===== config.mk =====
export PLATFORM = sky130hd
export DESIGN_NAME = frame_slot_pool_with_prefetch_top
export DESIGN_NICKNAME = d
export VERILOG_FILES = /design/src/fsp_pkg.sv /design/src/fsp_mod.sv /design/src/frame_slot_pool_with_prefetch_top.sv
export SDC_FILE = /design/constraint.sdc
export NUM_CORES = 1
export LEC_CHECK = 0
export BUFFER_PORTS_ARGS = -buffer_cell sky130_fd_sc_hd__buf_2
export CAP_MARGIN = 5
export CORE_MARGIN = 2
export CORE_UTILIZATION = 61
export CTS_CLUSTER_DIAMETER = 150
export DETAILED_ROUTE_END_ITERATION = 12
export PLACE_DENSITY = 0.85
export SLEW_MARGIN = 15
export SYNTH_ARGS = -nofsm -noshare
export SYNTH_HDL_FRONTEND = slang
export SYNTH_HIERARCHICAL = 1
export SYNTH_SLANG_ARGS = --single-unit
export TNS_END_PERCENT = 1

===== constraint.sdc =====
create_clock -name clk -period 5.29 [get_ports clk]
set_input_delay 0.529 -clock clk [delete_from_list [all_inputs] [get_ports clk]]
set_output_delay 0.529 -clock clk [all_outputs]
set_load 0.02 [all_outputs]

===== src/fsp_pkg.sv =====
// ----------------------------------------------------------------------------
// Frame slot pool package
// Shared widths, counts and action codes for the frame slot pool.
// ----------------------------------------------------------------------------
`default_nettype none

package fsp_pkg;

	localparam int POOL      = 8;
	localparam int IDX_W     = $clog2(POOL);
	localparam int FRAME_W   = 16;
	localparam int HANDLE_W  = 32;
	localparam int AGE_W     = 32;
	localparam int ACTION_W  = 2;
	localparam int MOD_STEPS = FRAME_W;
	localparam int MOD_CNT_W = $clog2(MOD_STEPS);

	localparam logic [ACTION_W-1:0] ACT_LOOKUP  = 2'd0;
	localparam logic [ACTION_W-1:0] ACT_STORE   = 2'd1;
	localparam logic [ACTION_W-1:0] ACT_ADVANCE = 2'd2;

	localparam int S_TDATA_W = 48;
	localparam int M_TDATA_W = 56;

endpackage

`default_nettype wire


===== src/fsp_mod.sv =====
// ----------------------------------------------------------------------------
// Frame number remainder unit
// Restoring division that produces dividend modulo divisor, one bit per cycle.
// ----------------------------------------------------------------------------
`default_nettype none

module fsp_mod
	import fsp_pkg::*;
(
	input  wire logic               clk,
	input  wire logic               arst_n,
	input  wire logic               start,
	input  wire logic [FRAME_W-1:0] dividend,
	input  wire logic [FRAME_W-1:0] divisor,
	output logic                    done,
	output logic [FRAME_W-1:0]      rem
);

	logic                 run_q;
	logic                 done_q;
	logic [MOD_CNT_W-1:0] cnt_q;
	logic [FRAME_W-1:0]   rem_q;
	logic [FRAME_W-1:0]   dv_q;
	logic [FRAME_W:0]     trial;
	logic [FRAME_W:0]     diff;

	always_comb begin
		trial = {rem_q, dv_q[FRAME_W-1]};
		diff  = trial - {1'b0, divisor};
	end

	always_ff @(posedge clk or negedge arst_n) begin
		if (!arst_n) begin
			run_q  <= 1'b0;
			done_q <= 1'b0;
			cnt_q  <= '0;
			rem_q  <= '0;
			dv_q   <= '0;
		end else begin
			done_q <= 1'b0;
			if (start) begin
				run_q <= 1'b1;
				cnt_q <= '0;
				rem_q <= '0;
				dv_q  <= dividend;
			end else if (run_q) begin
				if (trial >= {1'b0, divisor}) begin
					rem_q <= diff[FRAME_W-1:0];
				end else begin
					rem_q <= trial[FRAME_W-1:0];
				end
				dv_q  <= {dv_q[FRAME_W-2:0], 1'b0};
				cnt_q <= cnt_q + 1'b1;
				if (cnt_q == MOD_CNT_W'(MOD_STEPS - 1)) begin
					run_q  <= 1'b0;
					done_q <= 1'b1;
				end
			end
		end
	end

	assign done = done_q;
	assign rem  = rem_q;

endmodule

`default_nettype wire


===== src/frame_slot_pool_with_prefetch_top.sv =====
// ----------------------------------------------------------------------------
// Frame slot pool with prefetch
// Fully associative pool of decoded-frame slots with lookup, store and a
// prefetch check on advance. One request is handled at a time.
// Lookup and store of an in-range frame scan the pool, one slot per cycle.
// Advance runs a bit-serial remainder, then up to two slot scans. A rejected
// or unused request goes straight to the finish step.
// A response that has not been taken holds the finish step until it is taken.
// Reset clears the pool valid bits, ages, counters and the frame count.
// ----------------------------------------------------------------------------
`default_nettype none

module frame_slot_pool_with_prefetch_top
	import fsp_pkg::*;
(
	input  wire logic                 clk,
	input  wire logic                 arst_n,
	input  wire logic                 cfg_wr_en,
	input  wire logic [FRAME_W-1:0]   cfg_wr_data,   // frames_total
	input  wire logic                 s_tvalid,
	output logic                      s_tready,
	input  wire logic [S_TDATA_W-1:0] s_tdata,       // frame_number, buffer_handle
	input  wire logic [ACTION_W-1:0]  s_tuser,       // action
	output logic                      m_tvalid,
	input  wire logic                 m_tready,
	output logic [M_TDATA_W-1:0]      m_tdata        // frame_handle, handle_valid,
	                                                 // lookup_hit, request_issue,
	                                                 // request_first
);

	localparam logic [2:0] ST_IDLE  = 3'd0;
	localparam logic [2:0] ST_SCAN  = 3'd1;
	localparam logic [2:0] ST_MOD   = 3'd2;
	localparam logic [2:0] ST_ASCAN = 3'd3;
	localparam logic [2:0] ST_FIN   = 3'd4;

	logic [2:0]          state_q;
	logic [FRAME_W-1:0]  frames_total_q;

	logic [FRAME_W-1:0]  slot_frame_q [POOL];
	logic [HANDLE_W-1:0] slot_handle_q [POOL];
	logic [AGE_W-1:0]    slot_age_q [POOL];
	logic [POOL-1:0]     slot_valid_q;
	logic [AGE_W-1:0]    wcnt_q;
	logic [HANDLE_W-1:0] last_handle_q;
	logic                last_valid_q;
	logic                pending_q;

	logic [ACTION_W-1:0] act_q;
	logic [FRAME_W-1:0]  frame_q;
	logic [HANDLE_W-1:0] handle_q;
	logic                inrange_q;
	logic [IDX_W-1:0]    idx_q;
	logic                hit_q;
	logic [IDX_W-1:0]    hidx_q;
	logic [IDX_W-1:0]    vidx_q;
	logic [AGE_W-1:0]    vage_q;
	logic                ahead_q;
	logic [FRAME_W-1:0]  cand_q;
	logic                issue_q;
	logic [FRAME_W-1:0]  first_q;

	logic                m_tvalid_q;
	logic [HANDLE_W-1:0] o_handle_q;
	logic                o_hvalid_q;
	logic                o_hit_q;
	logic                o_issue_q;
	logic [FRAME_W-1:0]  o_first_q;

	logic [FRAME_W-1:0]  in_frame;
	logic [HANDLE_W-1:0] in_handle;
	logic                in_range;
	logic                accept;
	logic                mod_start;
	logic                mod_done;
	logic [FRAME_W-1:0]  mod_rem;
	logic [FRAME_W-1:0]  key;
	logic                slot_match;
	logic                age_lower;
	logic                last_idx;
	logic [FRAME_W-1:0]  inc_src;
	logic [FRAME_W:0]    inc_sum;
	logic [FRAME_W-1:0]  inc_val;
	logic                out_free;
	logic                store_wr;
	logic [AGE_W-1:0]    wcnt_next;

	assign in_frame  = s_tdata[FRAME_W-1:0];
	assign in_handle = s_tdata[FRAME_W +: HANDLE_W];
	assign in_range  = in_frame < frames_total_q;
	assign s_tready  = (state_q == ST_IDLE);
	assign accept    = s_tvalid && s_tready;
	assign mod_start = accept && (s_tuser == ACT_ADVANCE) && !pending_q
		&& (frames_total_q != '0);

	fsp_mod u_mod (
		.clk      (clk),
		.arst_n   (arst_n),
		.start    (mod_start),
		.dividend (in_frame),
		.divisor  (frames_total_q),
		.done     (mod_done),
		.rem      (mod_rem)
	);

	// The slot compare unit is shared by the lookup, store and advance scans.
	always_comb begin
		key        = (state_q == ST_ASCAN) ? cand_q : frame_q;
		slot_match = slot_valid_q[idx_q] && (slot_frame_q[idx_q] == key);
		age_lower  = slot_age_q[idx_q] < vage_q;
		last_idx   = (idx_q == IDX_W'(POOL - 1));
		inc_src    = (state_q == ST_MOD) ? mod_rem : cand_q;
		inc_sum    = {1'b0, inc_src} + 1'b1;
		inc_val    = (inc_sum == {1'b0, frames_total_q}) ? '0 : inc_sum[FRAME_W-1:0];
		out_free   = !m_tvalid_q || m_tready;
		store_wr   = (state_q == ST_FIN) && out_free && (act_q == ACT_STORE)
			&& inrange_q && !hit_q;
		wcnt_next  = wcnt_q + 1'b1;
	end

	always_ff @(posedge clk) begin
		if (store_wr) begin
			slot_frame_q[vidx_q]  <= frame_q;
			slot_handle_q[vidx_q] <= handle_q;
		end
	end

	always_ff @(posedge clk or negedge arst_n) begin
		if (!arst_n) begin
			state_q        <= ST_IDLE;
			frames_total_q <= '0;
			slot_valid_q   <= '0;
			for (int i = 0; i < POOL; i++) begin
				slot_age_q[i] <= '0;
			end
			wcnt_q        <= '0;
			last_handle_q <= '0;
			last_valid_q  <= 1'b0;
			pending_q     <= 1'b0;
			act_q         <= '0;
			frame_q       <= '0;
			handle_q      <= '0;
			inrange_q     <= 1'b0;
			idx_q         <= '0;
			hit_q         <= 1'b0;
			hidx_q        <= '0;
			vidx_q        <= '0;
			vage_q        <= '0;
			ahead_q       <= 1'b0;
			cand_q        <= '0;
			issue_q       <= 1'b0;
			first_q       <= '0;
			m_tvalid_q    <= 1'b0;
			o_handle_q    <= '0;
			o_hvalid_q    <= 1'b0;
			o_hit_q       <= 1'b0;
			o_issue_q     <= 1'b0;
			o_first_q     <= '0;
		end else begin
			if (cfg_wr_en) begin
				frames_total_q <= cfg_wr_data;
			end
			if (m_tvalid_q && m_tready) begin
				m_tvalid_q <= 1'b0;
			end
			unique case (state_q)
				ST_IDLE: begin
					if (accept) begin
						act_q     <= s_tuser;
						frame_q   <= in_frame;
						handle_q  <= in_handle;
						inrange_q <= in_range;
						idx_q     <= '0;
						hit_q     <= 1'b0;
						ahead_q   <= 1'b0;
						issue_q   <= 1'b0;
						first_q   <= '0;
						case (s_tuser) inside
							ACT_LOOKUP, ACT_STORE: begin
								state_q <= in_range ? ST_SCAN : ST_FIN;
							end
							ACT_ADVANCE: begin
								state_q <= mod_start ? ST_MOD : ST_FIN;
							end
							default: begin
								state_q <= ST_FIN;
							end
						endcase
					end
				end
				ST_SCAN: begin
					if (slot_match && !hit_q) begin
						hit_q  <= 1'b1;
						hidx_q <= idx_q;
					end
					if ((idx_q == '0) || age_lower) begin
						vage_q <= slot_age_q[idx_q];
						vidx_q <= idx_q;
					end
					if (last_idx) begin
						state_q <= ST_FIN;
					end else begin
						idx_q <= idx_q + 1'b1;
					end
				end
				ST_MOD: begin
					if (mod_done) begin
						cand_q  <= inc_val;
						idx_q   <= '0;
						state_q <= ST_ASCAN;
					end
				end
				ST_ASCAN: begin
					if (slot_match) begin
						if (ahead_q) begin
							state_q <= ST_FIN;
						end else begin
							ahead_q <= 1'b1;
							cand_q  <= inc_val;
							idx_q   <= '0;
						end
					end else if (last_idx) begin
						issue_q <= 1'b1;
						first_q <= cand_q;
						state_q <= ST_FIN;
					end else begin
						idx_q <= idx_q + 1'b1;
					end
				end
				ST_FIN: begin
					if (out_free) begin
						m_tvalid_q <= 1'b1;
						o_handle_q <= '0;
						o_hvalid_q <= 1'b0;
						o_hit_q    <= 1'b0;
						o_issue_q  <= 1'b0;
						o_first_q  <= '0;
						state_q    <= ST_IDLE;
						case (act_q)
							ACT_LOOKUP: begin
								if (hit_q) begin
									o_handle_q    <= slot_handle_q[hidx_q];
									o_hvalid_q    <= 1'b1;
									o_hit_q       <= 1'b1;
									last_handle_q <= slot_handle_q[hidx_q];
									last_valid_q  <= 1'b1;
								end else begin
									o_handle_q <= last_handle_q;
									o_hvalid_q <= last_valid_q;
								end
							end
							ACT_STORE: begin
								pending_q <= 1'b0;
								if (store_wr) begin
									slot_valid_q[vidx_q] <= 1'b1;
									slot_age_q[vidx_q]   <= wcnt_next;
									wcnt_q               <= wcnt_next;
								end
							end
							ACT_ADVANCE: begin
								if (issue_q) begin
									pending_q <= 1'b1;
									o_issue_q <= 1'b1;
									o_first_q <= first_q;
								end
							end
							default: begin
							end
						endcase
					end
				end
				default: begin
					state_q <= ST_IDLE;
				end
			endcase
		end
	end

	assign m_tvalid = m_tvalid_q;
	assign m_tdata  = {5'd0, o_first_q, o_issue_q, o_hit_q, o_hvalid_q, o_handle_q};

endmodule

`default_nettype wire


==> results of run 1 <==
==> layer usage <==
| layer | wire length [um] | vias up |
|---|---|---|
| met4 | 3660 | 0 |
| met1 | 39800 | 13882 |
| met2 | 51100 | 1420 |
| met5 | 0 | - |
| li1 | - | 11799 |
| met3 | 7980 | 256 |
==> final cells by class <==
cell class                      instances  area [sq um]
Inverter                               93           349
Multi-Input combinational cell       1988         14800
Clock inverter                         48           608
Sequential cell                       950         25700
Clock buffer                          130          2620
Antenna cell                            1          2.50
Timing Repair Buffer                  176          1150
Tap cell                              873          1090
Fill cell                            4257         21100
==> final timing paths <==
check / endpoint / slack (ns) / cells after the start
worst min-delay path: handle_q[27] / 0.04 / 3
worst max-delay path: vage_q[29] / 0.67 / 13
max in group asynchronous: idx_q[2] / 3.37 / 3
worst max register to register: vage_q[29] / 0.67 / 13
worst min register to register: slot_valid_q[7] / 0.47 / 1
min in group asynchronous: o_handle_q[16] / 0.52 / 2
==> sequential cells by signal, summed over array words and instances, names as in the netlist, 4 cells and up <==
name and count:
u_mod/dv_q 16, last_handle_q 32, o_first_q 16, slot_age_q 256
vage_q 32, cand_q 16, o_handle_q 32, handle_q 32
slot_handle_q 256, first_q 16, slot_frame_q 128, wcnt_q 32
frame_q 16, u_mod/cnt_q 4, slot_valid_q 8, u_mod/rem 16
frames_total_q 16
==> where the power goes <==
group | total, mW | switching, mW | internal (mW)
Sequential | 10.5 | 1.35 | 9.17
Clock | 6.91 | 2.96 | 3.95
Combinational | 5.77 | 3.20 | 2.57
==> stage by stage <==
step / hold slack, ns / power (mW) / utilization [%] / setup WS, ns / std cells
after floorplan: 0.233 / 14.4 / - / 0.472 / 3231
after global placement: 0.443 / 15.9 / 63.9 / 0.806 / 4078
after detailed placement: 0.446 / 16.2 / 63.9 / 0.777 / 4078
after CTS: 0.0129 / 23.2 / 68.7 / 0.697 / 4257
after global routing: 0.0443 / 24.2 / 68.7 / 0.458 / 4259
final: 0.0395 / 23.2 / 68.7 / 0.666 / 4259
==> cell families (layout without fill, tap and decap cells) <==
| logic type | count (synthesis) | in the layout | synth area share (%) |
|---|---|---|---|
| xor+xnor | 115 | 115 | 2.42 |
| flops | 950 | 950 | 61.7 |
| buf+inv | 293 | 447 | 2.84 |
| mux | 339 | 339 | 13.2 |
| other cells | 1 | 6 | 0.00901 |
| fa+ha+maj | 68 | 68 | 2.06 |
| compound gates | 593 | 593 | 8.69 |
| simple gates | 868 | 868 | 8.98 |
==> placed cells by master, fill, tap and decap left out, types with 12 or more instances in the layout <==
master,count
xor2_1,42
inv_1,88
mux4_2,162
clkbuf_16,95
a22o_1,22
nor2_1,239
mux2i_1,103
a31oi_1,14
nor4_1,12
o21ai_0,199
nor3_1,21
nand2b_1,17
nand4_1,27
mux2_2,74
dfrtp_1,558
a211oi_1,43
buf_2,122
buf_4,43
edfxtp_1,384
clkbuf_1,24
o21ai_1,13
a21o_1,88
a21oi_1,158
clkinv_1,13
nand3_1,31
nand2_1,448
xnor2_1,73
ha_1,67
==> worst register-to-register path, cell delays in order (launching register included) <==
cell and delay [ns]:
dfrtp_4 0.93, buf_4 0.33, mux4_2 0.30, mux2_2 0.30, ha_1 0.30, a21o_1 0.17, a21o_1 0.17, a221o_1 0.29
a221oi_1 0.23, o21ai_0 0.20, nor3_1 0.29, nor2_1 0.12, o21a_2 0.45, mux2_2 0.43
==> timing repair <==
item | in CTS | in global routing
gates resized for setup | 0 | 0
endpoints found under the hold margin | 67 | 0
hold buffers | 1 | 0
==> impl_metrics.yaml, run 1 <==
floorplanning:
  core_sq_um: 67400
  ioPinCount: 129
  die-area_sq_um: 70300
  row_count: 95
  die_h_um: 265
  start_util_pct: 61.7
  die_w_um: 265
pwr:
  power.density_cell_area_nw_per_um2: 501
  leakage_nw: 19.4
  ir_drop_mv: 0.328
sta:
  tightest_slew_ns: 1.13
  slew_viol_final: 0
  timing.final.crit_share_pct: 87.4
  grt_setup_unrepaired: "false"
  layout_min_cycle_time_ns: 4.62
  hold_viol: 0
  clock_skew_ns: 0.0615
  fin_setup_tns_ns: 0
  fmax_mhz: 216
  max_slew_margin_pct: 24.5
  setup_viol: 0
global_route:
  overflow: 0
  grtUsageMet3_pct: 4.56
  top_usage_layer: "met2"
  grtUsageMet2_pct: 49.1
  gr-usage-all-layers_pct: 29.8
  antenna_found_initial: 1
  use_met1_pct: 40.2
  grt_first_pass_wirelength_mm: 162
  grt_pass1_vias: 28249
  grt_max_degree: 120
synthesis:
  ys_ff_latch: 950
  yosysMostFrequentCell: "dfrtp_1"
  synthTopCellsByArea: "dfrtp_1 (34%), edfxtp_1 (28%), mux4_2 (8.8%)"
  synth_area_sq_um: 41600
  seq_area_frac_synth_pct: 61.7
  syn_area_per_cell_sq_um: 12.9
  yosysTopAreaCellShare_pct: 34.0
  async_flop_share_pct: 59.6
  yosys-top-cells-count: "dfrtp_1 (566), nand2_1 (449), edfxtp_1 (384), nor2_1 (239), o21ai_0 (199)"
  synth-edff-count: 384
  synth_flop_cell: "dfrtp_1"
  ys.warnings.count: 6
  synth_top_cell_by_area: "dfrtp_1"
  synthDistinctLibCells: 85
  synth_cells: 3227
setup_path:
  critPathBufInv: 1
  crit_family: "compound AO/OA/AOI/OAI gates"
  critPathLaunch: "idx_q[1]"
  worstSetupEndpointType: "flop"
  startpoint_type: "flop"
  cpMaxStageDelayCell: "dfrtp_4"
  path_class: "flop to flop"
  worstPathCellList: "buf_4, mux4_2, mux2_2, ha_1, a21o_1, a21o_1, a221o_1, a221oi_1, o21ai_0, nor3_1, nor2_1, o21a_2, mux2_2"
  rr_startpoint: "idx_q[1]"
  cp_max_fo: 51
  crit_arrival_ns: 5.15
  worstPathRequired_ns: 5.81
  max_stage_delay_ns: 0.93
clock_tree:
  clkTransAtPathRegs_ns: 0.06
  clk_latency_ns: 0.69
  cts_tree: "built"
  htreeDepth: 3
  postCtsSetupBuffers: 0
  clockRootBuffer: "clkbuf_16"
  cts_sinks: 950
  numCtsBuffers: 94
  clockBufferDepth: 3
placed_design:
  gp_congestion: 0.937
  place_area_sq_um: 43100
  dp_hpwl_mm: 58.2
  portBuffers: 123
worst_hold_path:
  min_path_type: "primary input to flop"
  hp-start: "s_tdata[43]"
drt:
  routedWlPerCell_um: 24.1
  drc: 0
  via_per_inst: 6.42
  drt-pass1-iter-count: 5
  wl_mm: 103
  dr.first_iter.drc_count: 3031
  ant_nets: 0
  vias: 27357
run_status:
  outcome: "finished clean"
final_layout:
  final_nets: 3442
  area_delta_synth_final_pct: 11.3
  postLayoutCellArea_sq_um: 46300
  layout-drive-gt1-share_pct: 17.8
run:
  maxCapViolCount: 0
No activity file was read; power rests on OpenSTA's default activity.
==> run 2, diff against run 1 <==
--- a/config.mk
+++ b/config.mk
@@ -5,7 +5,7 @@
 export SDC_FILE = /design/constraint.sdc
 export NUM_CORES = 1
 export LEC_CHECK = 0
-export BUFFER_PORTS_ARGS = -buffer_cell sky130_fd_sc_hd__buf_2
+export BUFFER_PORTS_ARGS = -buffer_cell sky130_fd_sc_hd__buf_4
 export CAP_MARGIN = 5
 export CORE_MARGIN = 2
 export CORE_UTILIZATION = 61
==> constraint.sdc (replaced) <==
create_clock -name clk -period 5.29 [get_ports clk]
set_input_delay 0.529 -clock clk [delete_from_list [all_inputs] [get_ports clk]]
set_output_delay 0.529 -clock clk [all_outputs]
set_load 0.1 [all_outputs]
==> impl_metrics.yaml, run 2 (synthesized netlist as in run 1, its figures left out) <==
sta:
  grt_setup_unrepaired: "false"
  clock_skew_ns: 0.0439
  timing.final.crit_share_pct: 88.1
  layout_min_cycle_time_ns: 4.66
  setup_viol: 0
  fin_setup_tns_ns: 0
  hold_viol: 0
  fmax_mhz: 214
  tightest_slew_ns: 1.30
  slew_viol_final: 0
  max_slew_margin_pct: 12.6
global_route:
  gr-usage-all-layers_pct: 29.8
  overflow: 0
  antenna_found_initial: 1
  grt_max_degree: 129
  grt_pass1_vias: 28495
  grt_first_pass_wirelength_mm: 162
final_layout:
  diodes: 0
  layout_commonest_cell: "dfrtp_1"
  final_nets: 3446
  layout-drive-gt1-share_pct: 18.2
  area_delta_synth_final_pct: 12.4
  reg.largest.list: "slot_age_q (256), slot_handle_q (256), slot_frame_q (128)"
  postLayoutCoreUtil_pct: 69.4
  instances_no_fill: 4260
  postLayoutCellArea_sq_um: 46800
  final_cell_mix: "dfrtp_1 (558), nand2_1 (448), edfxtp_1 (384)"
clock_tree:
  numCtsBuffers: 95
  postCtsSetupBuffers: 0
  htreeDepth: 3
  cts_tree: "built"
  clkTransAtPathRegs_ns: 0.07
  clk_latency_ns: 0.68
  cts_sinks: 950
  hold_buffers: 1
  post_cts_resized: 0
  clockRootBuffer: "clkbuf_16"
  clockBufferDepth: 3
placed_design:
  placedCellCount: 4082
  place_area_sq_um: 43400
  gp_congestion: 0.891
  dp_hpwl_mm: 59.2
  portBuffers: 123
setup_path:
  crit_arrival_ns: 5.18
  startpoint_type: "flop"
  rr_startpoint: "idx_q[1]"
  worstPathRequired_ns: 5.81
  worstSetupEndpointType: "flop"
  rrSetupSlack_ns: 0.63
  crit_end: "vage_q[28]"
  cp_max_fo: 58
  reg2regPathDepth: 13
  critPathLaunch: "idx_q[1]"
  path_class: "flop to flop"
  r2r-end: "vage_q[28]"
pwr:
  power.density_cell_area_nw_per_um2: 516
  total_power_mw: 24.2
  leakage_nw: 19.5
  ir_drop_mv: 0.314
drt:
  routedWlPerCell_um: 24.1
  ant_nets: 0
  drc: 0
  drt-pass1-iter-count: 7
  vias: 27473
  dr.first_iter.drc_count: 3237
  wl_mm: 103
  via_per_inst: 6.45
floorplanning:
  die-area_sq_um: 70300
  ioPinCount: 129
  start_util_pct: 61.7
  core_sq_um: 67400
  row_count: 95
  die_w_um: 265
  die_h_um: 265
worst_hold_path:
  min_path_type: "primary input to flop"
run:
  maxCapViolCount: 0
run_status:
  outcome: "finished clean"
-- run 2: report_power, final --
part           switching [mW]  internal [mW]
registers                1.40           9.16
clock network            2.97           4.17
logic                    3.81           2.65
total                    8.18           16.0
-- run 2: how the worst min path moves through the flow --
stage | startpoint | to | slack (ns) | depth (start not counted)
after CTS | s_tdata[33] | handle_q[17] | 0.03 | 3
after global routing | s_tdata[33] | handle_q[17] | 0.06 | 3
after global placement | slot_valid_q[6] | slot_valid_q[6] | 0.45 | 1
final | s_tdata[33] | handle_q[17] | 0.04 | 3
after detailed placement | slot_valid_q[5] | slot_valid_q[5] | 0.45 | 1
after floorplan | arst_n | act_q[0] | 0.23 | 0
-- run 2: worst max-delay path: stages (launching register included) --
cell	delay [ns]
dfrtp_4	0.99
buf_4	0.33
mux4_2	0.32
mux2_2	0.30
ha_1	0.30
a21o_1	0.19
a21o_1	0.18
a21oi_1	0.18
nor2_1	0.08
a2111o_1	0.38
nor3_1	0.23
nor2_1	0.11
o21a_2	0.45
mux2_2	0.43
-- run 2: final cells by class --
type                       count  area [sq um]
clock inverter                53           731
fill                        4166         20600
timing repair buffer         179          1480
sequential                   950         25700
multi-input combinational   1988         14800
inverter                      93           349
clock buffer                 124          2620
tap                          873          1090
-- run 2: routing by layer --
layer	track usage (%)	vias to the layer above	routed length, um
met5	0	-	0
met2	49.7	1453	51300
met1	39.4	13928	39300
met4	12.8	0	4020
li1	-	11780	-
met3	4.94	312	8090
-- run 2: metrics by stage --
stage          hold slack [ns]  setup slack (ns)
4_1_cts                 0.0300             0.610
3_3_place_gp             0.446             0.765
6_report                0.0437             0.628
3_5_place_dp             0.450             0.658
2_1_floorplan            0.233             0.472
5_1_grt                 0.0562             0.367
